**src/sv/e2u_pkg.sv**
```systemverilog
// shared widths, constants, types and the month length table
// for the epoch to utc date converter; no dependencies
package e2u_pkg;

    localparam int SECONDS_WIDTH = 33;
    // 86400 > 2^16, so the day count fits in SECONDS_WIDTH - 16 bits
    localparam int DAYS_W  = SECONDS_WIDTH - 16;
    localparam int SOD_W   = 17;
    localparam int YEAR_W  = 12;

    // 86400 = 675 << 7, so days = (secs >> 7) / 675, taken by a reciprocal multiply
    // the rounding error of the reciprocal stays below 2^10, which keeps it exact
    localparam int DAY_POW2    = 7;
    localparam int QX_W        = SECONDS_WIDTH - DAY_POW2;
    localparam int RECIP_SHIFT = QX_W + 10;
    localparam int RECIP_W     = RECIP_SHIFT - 9;
    localparam int PROD_W      = QX_W + RECIP_W;
    localparam int BASE_W      = DAYS_W + SOD_W + 1;

    localparam logic [RECIP_W-1:0] DAY_RECIP =
        RECIP_W'((64'd1 << RECIP_SHIFT) / 64'd675 + 64'd1);

    localparam logic [SOD_W:0]    SECS_PER_DAY  = (SOD_W+1)'(86400);
    localparam logic [SOD_W-1:0]  SECS_PER_HOUR = SOD_W'(3600);
    localparam logic [SOD_W-1:0]  SECS_PER_MIN  = SOD_W'(60);
    localparam logic [YEAR_W-1:0] BASE_YEAR     = YEAR_W'(1970);

    // 1970 position in the 4, 100 and 400 year cycles
    localparam logic [1:0] BASE_Y4   = 2'd2;
    localparam logic [6:0] BASE_Y100 = 7'd70;
    localparam logic [8:0] BASE_Y400 = 9'd370;

    localparam logic [3:0] MON_FEB = 4'd1;
    localparam logic [3:0] MON_DEC = 4'd11;

    typedef enum logic [2:0] {
        S_IDLE,
        S_DIV,
        S_REM,
        S_HOUR,
        S_MIN,
        S_YEAR,
        S_MONTH,
        S_DONE
    } t_state;

    typedef struct packed {
        logic                     valid;
        logic [SECONDS_WIDTH-1:0] secs;
    } t_req;

    typedef struct packed {
        logic [YEAR_W-1:0] year;
        logic [3:0]        month;
        logic [4:0]        day;
        logic [4:0]        hour;
        logic [5:0]        minute;
        logic [5:0]        second;
    } t_date;

    function automatic logic [4:0] month_days(input logic [3:0] mon, input logic leap);
        logic [4:0] d;
        case (mon)
            MON_FEB:                  d = leap ? 5'd29 : 5'd28;
            4'd3, 4'd5, 4'd8, 4'd10:  d = 5'd30;
            default:                  d = 5'd31;
        endcase
        return d;
    endfunction

endpackage

```
**src/sv/e2u_front.sv**
```systemverilog
// input side: two-entry request queue between the port and the converter
// depends on e2u_pkg
module e2u_front import e2u_pkg::*; (
    input  logic                     i_clk,
    input  logic                     i_rst_n,
    input  logic                     i_valid,
    output logic                     o_ready,
    input  logic [SECONDS_WIDTH-1:0] i_epoch_seconds,
    output t_req                     o_req,
    input  logic                     i_pop
);

    logic [SECONDS_WIDTH-1:0] r_mem [2];
    logic                     r_wptr;
    logic                     r_rptr;
    logic [1:0]               r_count;
    logic                     push;
    logic                     pop;

    assign o_ready     = (r_count != 2'd2);
    assign push        = i_valid && o_ready;
    assign pop         = i_pop && (r_count != 2'd0);
    assign o_req.valid = (r_count != 2'd0);
    assign o_req.secs  = r_mem[r_rptr];

    always_ff @(posedge i_clk) begin
        if (push) begin
            r_mem[r_wptr] <= i_epoch_seconds;
        end
    end

    always_ff @(posedge i_clk) begin
        if (!i_rst_n) begin
            r_wptr  <= 1'b0;
            r_rptr  <= 1'b0;
            r_count <= 2'd0;
        end else begin
            if (push) begin
                r_wptr <= ~r_wptr;
            end
            if (pop) begin
                r_rptr <= ~r_rptr;
            end
            r_count <= r_count + 2'(push) - 2'(pop);
        end
    end

endmodule

```
**src/sv/e2u_back.sv**
```systemverilog
// converter sequencer: reciprocal divide by 86400, then hour, minute,
// year and month walks, then the output register; depends on e2u_pkg
module e2u_back import e2u_pkg::*; (
    input  logic  i_clk,
    input  logic  i_rst_n,
    input  t_req  i_req,
    output logic  o_pop,
    output logic  o_valid,
    input  logic  i_ready,
    output t_date o_date
);

    t_state r_state, n_state;

    logic [SECONDS_WIDTH-1:0] r_div,   n_div;
    logic [SOD_W-1:0]         r_rem,   n_rem;
    logic [DAYS_W-1:0]        r_days,  n_days;
    logic [4:0]               r_hour,  n_hour;
    logic [5:0]               r_min,   n_min;
    logic [5:0]               r_sec,   n_sec;
    logic [YEAR_W-1:0]        r_year,  n_year;
    logic [1:0]               r_y4,    n_y4;
    logic [6:0]               r_y100,  n_y100;
    logic [8:0]               r_y400,  n_y400;
    logic [3:0]               r_mon,   n_mon;
    logic                     r_out_valid;
    t_date                    r_out;

    logic [PROD_W-1:0] day_prod;
    logic [BASE_W-1:0] day_base;
    logic              leap;
    logic [8:0]        diy;
    logic [4:0]        dim;
    logic              year_step;
    logic              month_step;
    logic              out_free;
    logic              load_out;

    assign day_prod   = PROD_W'(r_div[SECONDS_WIDTH-1:DAY_POW2]) * PROD_W'(DAY_RECIP);
    assign day_base   = BASE_W'(r_days) * BASE_W'(SECS_PER_DAY);
    assign leap       = (r_y4 == 2'd0) && ((r_y100 != 7'd0) || (r_y400 == 9'd0));
    assign diy        = leap ? 9'd366 : 9'd365;
    assign dim        = month_days(r_mon, leap);
    assign year_step  = (r_days >= DAYS_W'(diy));
    assign month_step = (r_days >= DAYS_W'(dim)) && (r_mon != MON_DEC);
    assign out_free   = !r_out_valid || i_ready;
    assign load_out   = (r_state == S_DONE) && out_free;
    assign o_pop      = (r_state == S_IDLE);
    assign o_valid    = r_out_valid;
    assign o_date     = r_out;

    // next state
    always_comb begin
        n_state = r_state;
        case (r_state)
            S_IDLE:  if (i_req.valid) n_state = S_DIV;
            S_DIV:   n_state = S_REM;
            S_REM:   n_state = S_HOUR;
            S_HOUR:  if (r_rem < SECS_PER_HOUR) n_state = S_MIN;
            S_MIN:   if (r_rem < SECS_PER_MIN) n_state = S_YEAR;
            S_YEAR:  if (!year_step) n_state = S_MONTH;
            S_MONTH: if (!month_step) n_state = S_DONE;
            S_DONE:  if (out_free) n_state = S_IDLE;
            default: n_state = S_IDLE;
        endcase
    end

    // datapath updates per state
    always_comb begin
        n_div  = r_div;
        n_rem  = r_rem;
        n_days = r_days;
        n_hour = r_hour;
        n_min  = r_min;
        n_sec  = r_sec;
        n_year = r_year;
        n_y4   = r_y4;
        n_y100 = r_y100;
        n_y400 = r_y400;
        n_mon  = r_mon;
        case (r_state)
            S_IDLE: begin
                n_div  = i_req.secs;
                n_rem  = '0;
                n_hour = '0;
                n_min  = '0;
                n_year = BASE_YEAR;
                n_y4   = BASE_Y4;
                n_y100 = BASE_Y100;
                n_y400 = BASE_Y400;
                n_mon  = '0;
            end
            S_DIV: begin
                n_days = day_prod[PROD_W-1:RECIP_SHIFT];
            end
            S_REM: begin
                // seconds within the day
                n_rem = SOD_W'(r_div - SECONDS_WIDTH'(day_base));
            end
            S_HOUR: begin
                if (r_rem >= SECS_PER_HOUR) begin
                    n_rem  = r_rem - SECS_PER_HOUR;
                    n_hour = r_hour + 5'd1;
                end
            end
            S_MIN: begin
                if (r_rem >= SECS_PER_MIN) begin
                    n_rem = r_rem - SECS_PER_MIN;
                    n_min = r_min + 6'd1;
                end else begin
                    n_sec = r_rem[5:0];
                end
            end
            S_YEAR: begin
                if (year_step) begin
                    n_days = r_days - DAYS_W'(diy);
                    n_year = r_year + YEAR_W'(1);
                    n_y4   = r_y4 + 2'd1;
                    n_y100 = (r_y100 == 7'd99)  ? 7'd0 : r_y100 + 7'd1;
                    n_y400 = (r_y400 == 9'd399) ? 9'd0 : r_y400 + 9'd1;
                end
            end
            S_MONTH: begin
                if (month_step) begin
                    n_days = r_days - DAYS_W'(dim);
                    n_mon  = r_mon + 4'd1;
                end
            end
            default: begin
            end
        endcase
    end

    always_ff @(posedge i_clk) begin
        if (!i_rst_n) begin
            r_state     <= S_IDLE;
            r_out_valid <= 1'b0;
        end else begin
            r_state <= n_state;
            if (load_out) begin
                r_out_valid <= 1'b1;
            end else if (i_ready) begin
                r_out_valid <= 1'b0;
            end
        end
    end

    always_ff @(posedge i_clk) begin
        r_div  <= n_div;
        r_rem  <= n_rem;
        r_days <= n_days;
        r_hour <= n_hour;
        r_min  <= n_min;
        r_sec  <= n_sec;
        r_year <= n_year;
        r_y4   <= n_y4;
        r_y100 <= n_y100;
        r_y400 <= n_y400;
        r_mon  <= n_mon;
        if (load_out) begin
            r_out.year   <= r_year;
            r_out.month  <= r_mon + 4'd1;
            r_out.day    <= 5'(r_days) + 5'd1;
            r_out.hour   <= r_hour;
            r_out.minute <= r_min;
            r_out.second <= r_sec;
        end
    end

endmodule

```
**src/sv/epoch_to_utc_date.sv**
```systemverilog
// from accept to result the sequencer runs the divide and remainder steps, then walks hours,
// minutes, whole years since 1970 and whole months; the walks set how long it takes
// the sequencer converts one item at a time; a two-entry queue takes new items meanwhile
// reset: synchronous active low, empties the queue and drops any pending result
// top level: queue front end, conversion sequencer, output ports
// depends on e2u_pkg, e2u_front, e2u_back
module epoch_to_utc_date import e2u_pkg::*; (
    input  logic                     i_clk,
    input  logic                     i_rst_n,
    input  logic                     i_valid,
    output logic                     o_ready,
    input  logic [SECONDS_WIDTH-1:0] i_epoch_seconds,
    output logic                     o_valid,
    input  logic                     i_ready,
    output logic [YEAR_W-1:0]        o_year,
    output logic [3:0]               o_month,
    output logic [4:0]               o_day,
    output logic [4:0]               o_hour,
    output logic [5:0]               o_minute,
    output logic [5:0]               o_second
);

    t_req  req;
    logic  pop;
    t_date date;

    e2u_front u_front (
        .i_clk           (i_clk),
        .i_rst_n         (i_rst_n),
        .i_valid         (i_valid),
        .o_ready         (o_ready),
        .i_epoch_seconds (i_epoch_seconds),
        .o_req           (req),
        .i_pop           (pop)
    );

    e2u_back u_back (
        .i_clk   (i_clk),
        .i_rst_n (i_rst_n),
        .i_req   (req),
        .o_pop   (pop),
        .o_valid (o_valid),
        .i_ready (i_ready),
        .o_date  (date)
    );

    assign o_year   = date.year;
    assign o_month  = date.month;
    assign o_day    = date.day;
    assign o_hour   = date.hour;
    assign o_minute = date.minute;
    assign o_second = date.second;

endmodule

```
**config.mk**
```make
export PLATFORM = sky130hd
export DESIGN_NAME = epoch_to_utc_date
export DESIGN_NICKNAME = d
export VERILOG_FILES = /design/src/sv/e2u_pkg.sv /design/src/sv/e2u_front.sv /design/src/sv/e2u_back.sv /design/src/sv/epoch_to_utc_date.sv
export SDC_FILE = /design/constraint.sdc
export NUM_CORES = 1
export LEC_CHECK = 0
export BUFFER_PORTS_ARGS = -buffer_cell sky130_fd_sc_hd__buf_4
export CORE_ASPECT_RATIO = 0.75
export CORE_MARGIN = 2
export CORE_UTILIZATION = 35
export CTS_BUF_LIST = sky130_fd_sc_hd__clkbuf_16
export DETAILED_ROUTE_END_ITERATION = 12
export PLACE_DENSITY = 0.48
export SLEW_MARGIN = 20
export SYNTH_ARGS = -nofsm -noshare
export SYNTH_HDL_FRONTEND = slang
export SYNTH_SLANG_ARGS = --single-unit
```
**constraint.sdc**
```tcl
create_clock -name i_clk -period 6 [get_ports i_clk]
set_input_delay 0 -clock i_clk [delete_from_list [all_inputs] [get_ports i_clk]]
set_output_delay 0 -clock i_clk [all_outputs]
set_load 0.1 [all_outputs]
```
==> Word-level counts from Yosys, hierarchy flattened <==
Memory sizes are Yosys's and may differ from the RTL's. A register that Yosys moved wholly into a read port is not among the register bits.
Cells that the tools add are included.
{ "totals": {"regBits": 131, "ramBits": 66, "inputBits": 37, "output_inout_bits": 40, "wordCells": 139, "n_memories": 1} }
{ "op_classes": {"addsub": 15, "mul": 2, "magnitude_cmp": 6, "eq_ne": 26, "muxes": 36, "bitwise_logic": 3, "n_reduce_logical": 29} }
{ "memory_table": {"columns": ["memory", "words", "word_bits", "read_ports", "rd_clocked_by_memory_dff", "write_ports", "line", "source"], "rows": [
  ["u_front.r_mem", 2, 33, 1, 1, 1, "e2u_front.sv:13", "logic [SECONDS_WIDTH-1:0] r_mem [2];"]
]} }
{ "op_table": {"columns": ["cell", "n"], "rows": [
  ["17-bit 2-to-1 mux", 4],
  ["17-bit one-hot mux with 4 select lines", 1],
  ["26-bit by 27-bit multiplier with 53-bit output, second input constant", 1],
  ["17-bit one-hot mux with 3 select lines", 1],
  ["12-bit one-hot mux with 2 select lines", 1],
  ["3-bit one-hot mux with 8 select lines", 1],
  ["5-bit one-hot mux with 2 select lines", 2],
  ["3-bit 2-to-1 mux", 6],
  ["9-bit 2-to-1 mux", 2],
  ["9-bit one-hot mux with 2 select lines", 1],
  ["17-bit by 12-bit greater-or-equal comparator with 1-bit output, second input constant", 1],
  ["17-bit by 5-bit greater-or-equal comparator with 1-bit output", 1],
  ["17-bit by 6-bit greater-or-equal comparator with 1-bit output, second input constant", 1],
  ["17-bit by 9-bit greater-or-equal comparator with 1-bit output", 1],
  ["17-bit by 12-bit less-than comparator with 1-bit output, second input constant", 1],
  ["17-bit by 6-bit less-than comparator with 1-bit output, second input constant", 1],
  ["17-bit by 10-bit multiplier with 10-bit output, second input constant", 1],
  ["17-bit by 12-bit subtractor with 17-bit output, second input constant", 1],
  ["17-bit subtractor", 1],
  ["17-bit by 5-bit subtractor with 17-bit output", 1],
  ["17-bit by 6-bit subtractor with 17-bit output, second input constant", 1],
  ["17-bit by 9-bit subtractor with 17-bit output", 1],
  ["7-bit 2-to-1 mux", 2],
  ["2-bit by 1-bit inequality test with 1-bit output, second input constant", 7],
  ["45 further kinds", 76]
]} }

==> Depth between registers and ports, before layout <==
{ "logic_depth": {"word_depth": 9, "ltp_mapped": 25, "mapped_depth_nobuf": 25} }

==> Cells and area by module <==
Synthesis repeated with hierarchy kept, for this count alone.
{ "hier_totals": {"hier_cells": 1904, "hier_area_um2": 21256.6} }
{ "modules_own_cells": {"columns": ["module", "n_inst", "cells_per_inst", "area_per_inst_um2", "seq_area_each_um2"], "rows": [
  ["e2u_back", 1, 1771, 18612.9, 4764.6],
  ["e2u_front", 1, 133, 2643.8, 2082.0]
]} }

==> Worst setup path before layout <==
Ideal clock, no wire load.
{ "synth_path": {"path_kind": "flip-flop to flip-flop", "start": "register u_back.r_div[27], read port of u_front.r_mem", "end": "register u_back.r_days[16], data pin", "setup_time_ns": 0.271, "arrival_ns": 6.137, "t_required_ns": 5.729, "slack_ns": -0.408, "path_stages_with_launch": 22, "path_buffers": 0, "period_less_slack_ns": 6.408, "cell_sequence": "edfxtp_1 > fa_1 > ha_1 > inv_1 > fa_1 > fa_1 > inv_1 > fa_1 > inv_1 > fa_1 > inv_1 > fa_1 > ha_1 > and3_1 > or3b_1 > o22ai_1 > nor2_1 > o31ai_2 > a31oi_1 > o31ai_1 > mux2i_1 > o211ai_1"} }
{ "synth_via": {"elab_chain_len": 2} }
{ "synth_rtl": {"columns": ["element", "line", "source"], "rows": [
  ["start: declaration", "e2u_back.sv:15", "logic [SECONDS_WIDTH-1:0] r_div, n_div;"],
  ["26-bit by 27-bit multiplier with 53-bit output", "e2u_back.sv:39", "assign day_prod = PROD_W'(r_div[SECONDS_WIDTH-1:DAY_POW2]) * PROD_W'(DAY_RECIP);"],
  ["17-bit one-hot mux with 3 select lines", "e2u_back.sv:81", "case (r_state)"],
  ["via u_back.n_days[16]", "e2u_back.sv:17", "logic [DAYS_W-1:0] r_days, n_days;"],
  ["end signal: assignment", "e2u_back.sv:151", "r_days <= n_days;"],
  ["end: declaration", "e2u_back.sv:17", null]
]} }
The timed path passes the listed nets, and every way through them passes these cells.
A chain may end at the register's enable or synchronous reset.

==> Final worst setup path <==
{ "layout_path": {"start": "register u_back.r_div[12], read port of u_front.r_mem", "end": "register u_back.r_days[11], data pin"} }
Same word-level chain as after synthesis.

==> run metrics <==
drt initial violations=722; cell row count=78; status=complete, but fails checks; HPWL Detailed=46.6 mm; Syn. warnings=0; CTS tree=built; Reg area=6830 sq um; Crit-path slowest cell=fa_2; Critical Path Max Stage Delay=0.56 ns; post-synth top area share=31.2%; Synth Area in Adders=39.1%; H-tree depth=1; Port Buffers=76; WL/cell=18.6 um; total track usage=18.4%; I/O pin cnt=77; Most used DFF post-synth=edfxtp_1; FFs w/ async S/R, synth=0%; Max Cap Violations=0; Worst-Margin Slew=1.02 ns; Synthesized Nets=2517; fin crit period=6.32 ns; Initial Utilization=35.4%; unrepaired setup endpoints after global routing=true; Netlist cell types=76; fillers=5735; Root Driver=clkbuf_16; Post-Synth XOR/XNOR Area=3.24%; synthesis-stage register bit count=230; first-pass GRT wire length=89.0 mm; first-pass iteration count of the detailed router=6; Setup-failing EPs final=15; synth top area cells=edfxtp_1 31%, ha_1 21%, fa_1 18%; CP top delay family=adder cells; ratio of final minimum period to clock period=105%; DIE HEIGHT=218 um; multi-input logic area=13700 sq um; Post-Syn Area=21400 sq um; failing checks=setup timing; fin util=43.6%; Buf/Inv on CP=8; via count=14700; Core Footprint=60400 sq um; Post-synth EDFFs=222; Hold Fails Final Rpt=0; Clock Path Buffers=3; crit path max fanout=4; layout cells sized above 1=21.1%; Critical Path RT=6.28 ns; Nets=2817; area leader, netlist=edfxtp_1; Mapped Cells=1928; Die ar.=63100 sq um; relative slew slack=31.5%; Hold WC Path Type=input port to register; vias in the first global route=15500; drt total wl=56.5 mm; simple-gate share of the synthesized area=7.98%; Clock Latency Late Sink=0.56 ns; CP Class=register to register; CTS sink cnt=230; mux cell area share after synthesis=1.97%; main combinational cell family by area after synthesis=adder cells; smallest setup slack after layout=-0.324 ns; Remaining DRCs=0; reg2reg setup slack=-0.32 ns; Area Overhead vs Synth=23.3%; Critical Path Sink Type=register; Top cell by count, worst path=fa_2; clock buffers created by TritonCTS=24; fmax=0.158 GHz; commonest non-fill, non-tap cell in the layout=inv_1; die width=289 um; vias per cell=4.82; Arr. time, crit path=6.60 ns; syn avg cell area=11.1 sq um; most frequent cells in the layout=381 x inv_1, 326 x ha_1, 248 x buf_4; sequential area share after synthesis=31.9%; largest net degree at the start of global routing=39; routability cong.=0.910; antenna violations before repair=2; critical path launch point type=register; antenna viol nets, final=0; CTS clk-pin slew, worst paths=0.07 ns; complex-gate fraction of the synthesized area=8.15%; pins over their slew limit=0; Max Clock Skew=0.0242 ns; total gr overflow=0
## registers in the layout (all words and copies together), names as in the netlist, 6 cells and up
signal	count
u_back.r_y100	7
u_back.r_div	33
u_back.o_date	38
u_back.r_y400	9
u_back.r_min	6
u_back.r_days	17
u_front.r_mem	66
u_back.r_year	12
u_back.r_sec	6
u_back.r_rem	17
## cells by family (layout without fill, tap and decap cells)
group,count (synthesis),in the layout
fa+ha+maj,552,552
buf+inv,431,749
simple gates,341,341
compound gates,257,257
flops,230,230
xor+xnor,79,79
mux,38,38
other cells,0,1
## synthesized netlist by cell type, types with 16 or more instances
cell and n:
a21o_1 26, a21oi_1 54, and2_1 16, clkbuf_1 30, edfxtp_1 222, fa_1 193
ha_1 359, inv_1 394, mux2_2 33, nand2_1 99, nand3_1 35, nand4_1 18
nor2_1 72, nor3_1 24, o21ai_0 45, o22ai_1 16, xnor2_1 49, xor2_1 30
## through the flow
step	worst slack, ns	instance area (sq um)	setup TNS (ns)	hold slack [ns]	instances
finish	-0.324	26400	-3.29	0.176	3047
floorplan	-0.217	21500	-0.334	0.0989	1928
CTS	-0.293	26100	-2.96	0.151	3034
detailed placement	-0.499	24200	-5.95	0.188	2933
global route	-0.593	26300	-7.22	0.162	3046
global placement	-0.452	24200	-5.72	0.185	2933
## path summary, 6_finish.rpt
path | depth (start not counted) | endpoint | startpoint
max | 25 | u_back.r_days[11] | u_back.r_div[12]
min | 2 | u_front.r_mem[0][12] | i_epoch_seconds[12]
min reg2reg | 0 | u_back.o_date[1] | u_back.r_sec[1]
max reg2reg | 25 | u_back.r_days[11] | u_back.r_div[12]
## layer usage
| layer | global-route usage, % | routed length [um] |
|---|---|---|
| met1 | 27.2 | 28400 |
| met2 | 26.9 | 23600 |
| met3 | 5.43 | 3900 |
| met4 | 2.77 | 720 |
| met5 | 0 | 0 |
## layout make-up
cell class / instances / area share, %
flip-flops and latches: 230 / 25.9
clock inverters: 19 / 0.708
diodes: 1 / 0.00950
well taps: 800 / 3.80
multi-input cells: 1267 / 52.0
repair buffers: 311 / 9.62
inverters: 394 / 5.61
clock buffers: 25 / 2.37
## repair_timing
action                                 4_1_cts  5_1_grt
pin swaps                                   66       54
setup buffers                               22       11
setup endpoints to repair                   17       17
resized for setup                          105       42
hold buffers                                37        0
endpoints found under the hold margin       74        0
Power is left out: the tool's default activity adds up to more than one toggle a clock period on the data nets, which glitch-free logic cannot reach.
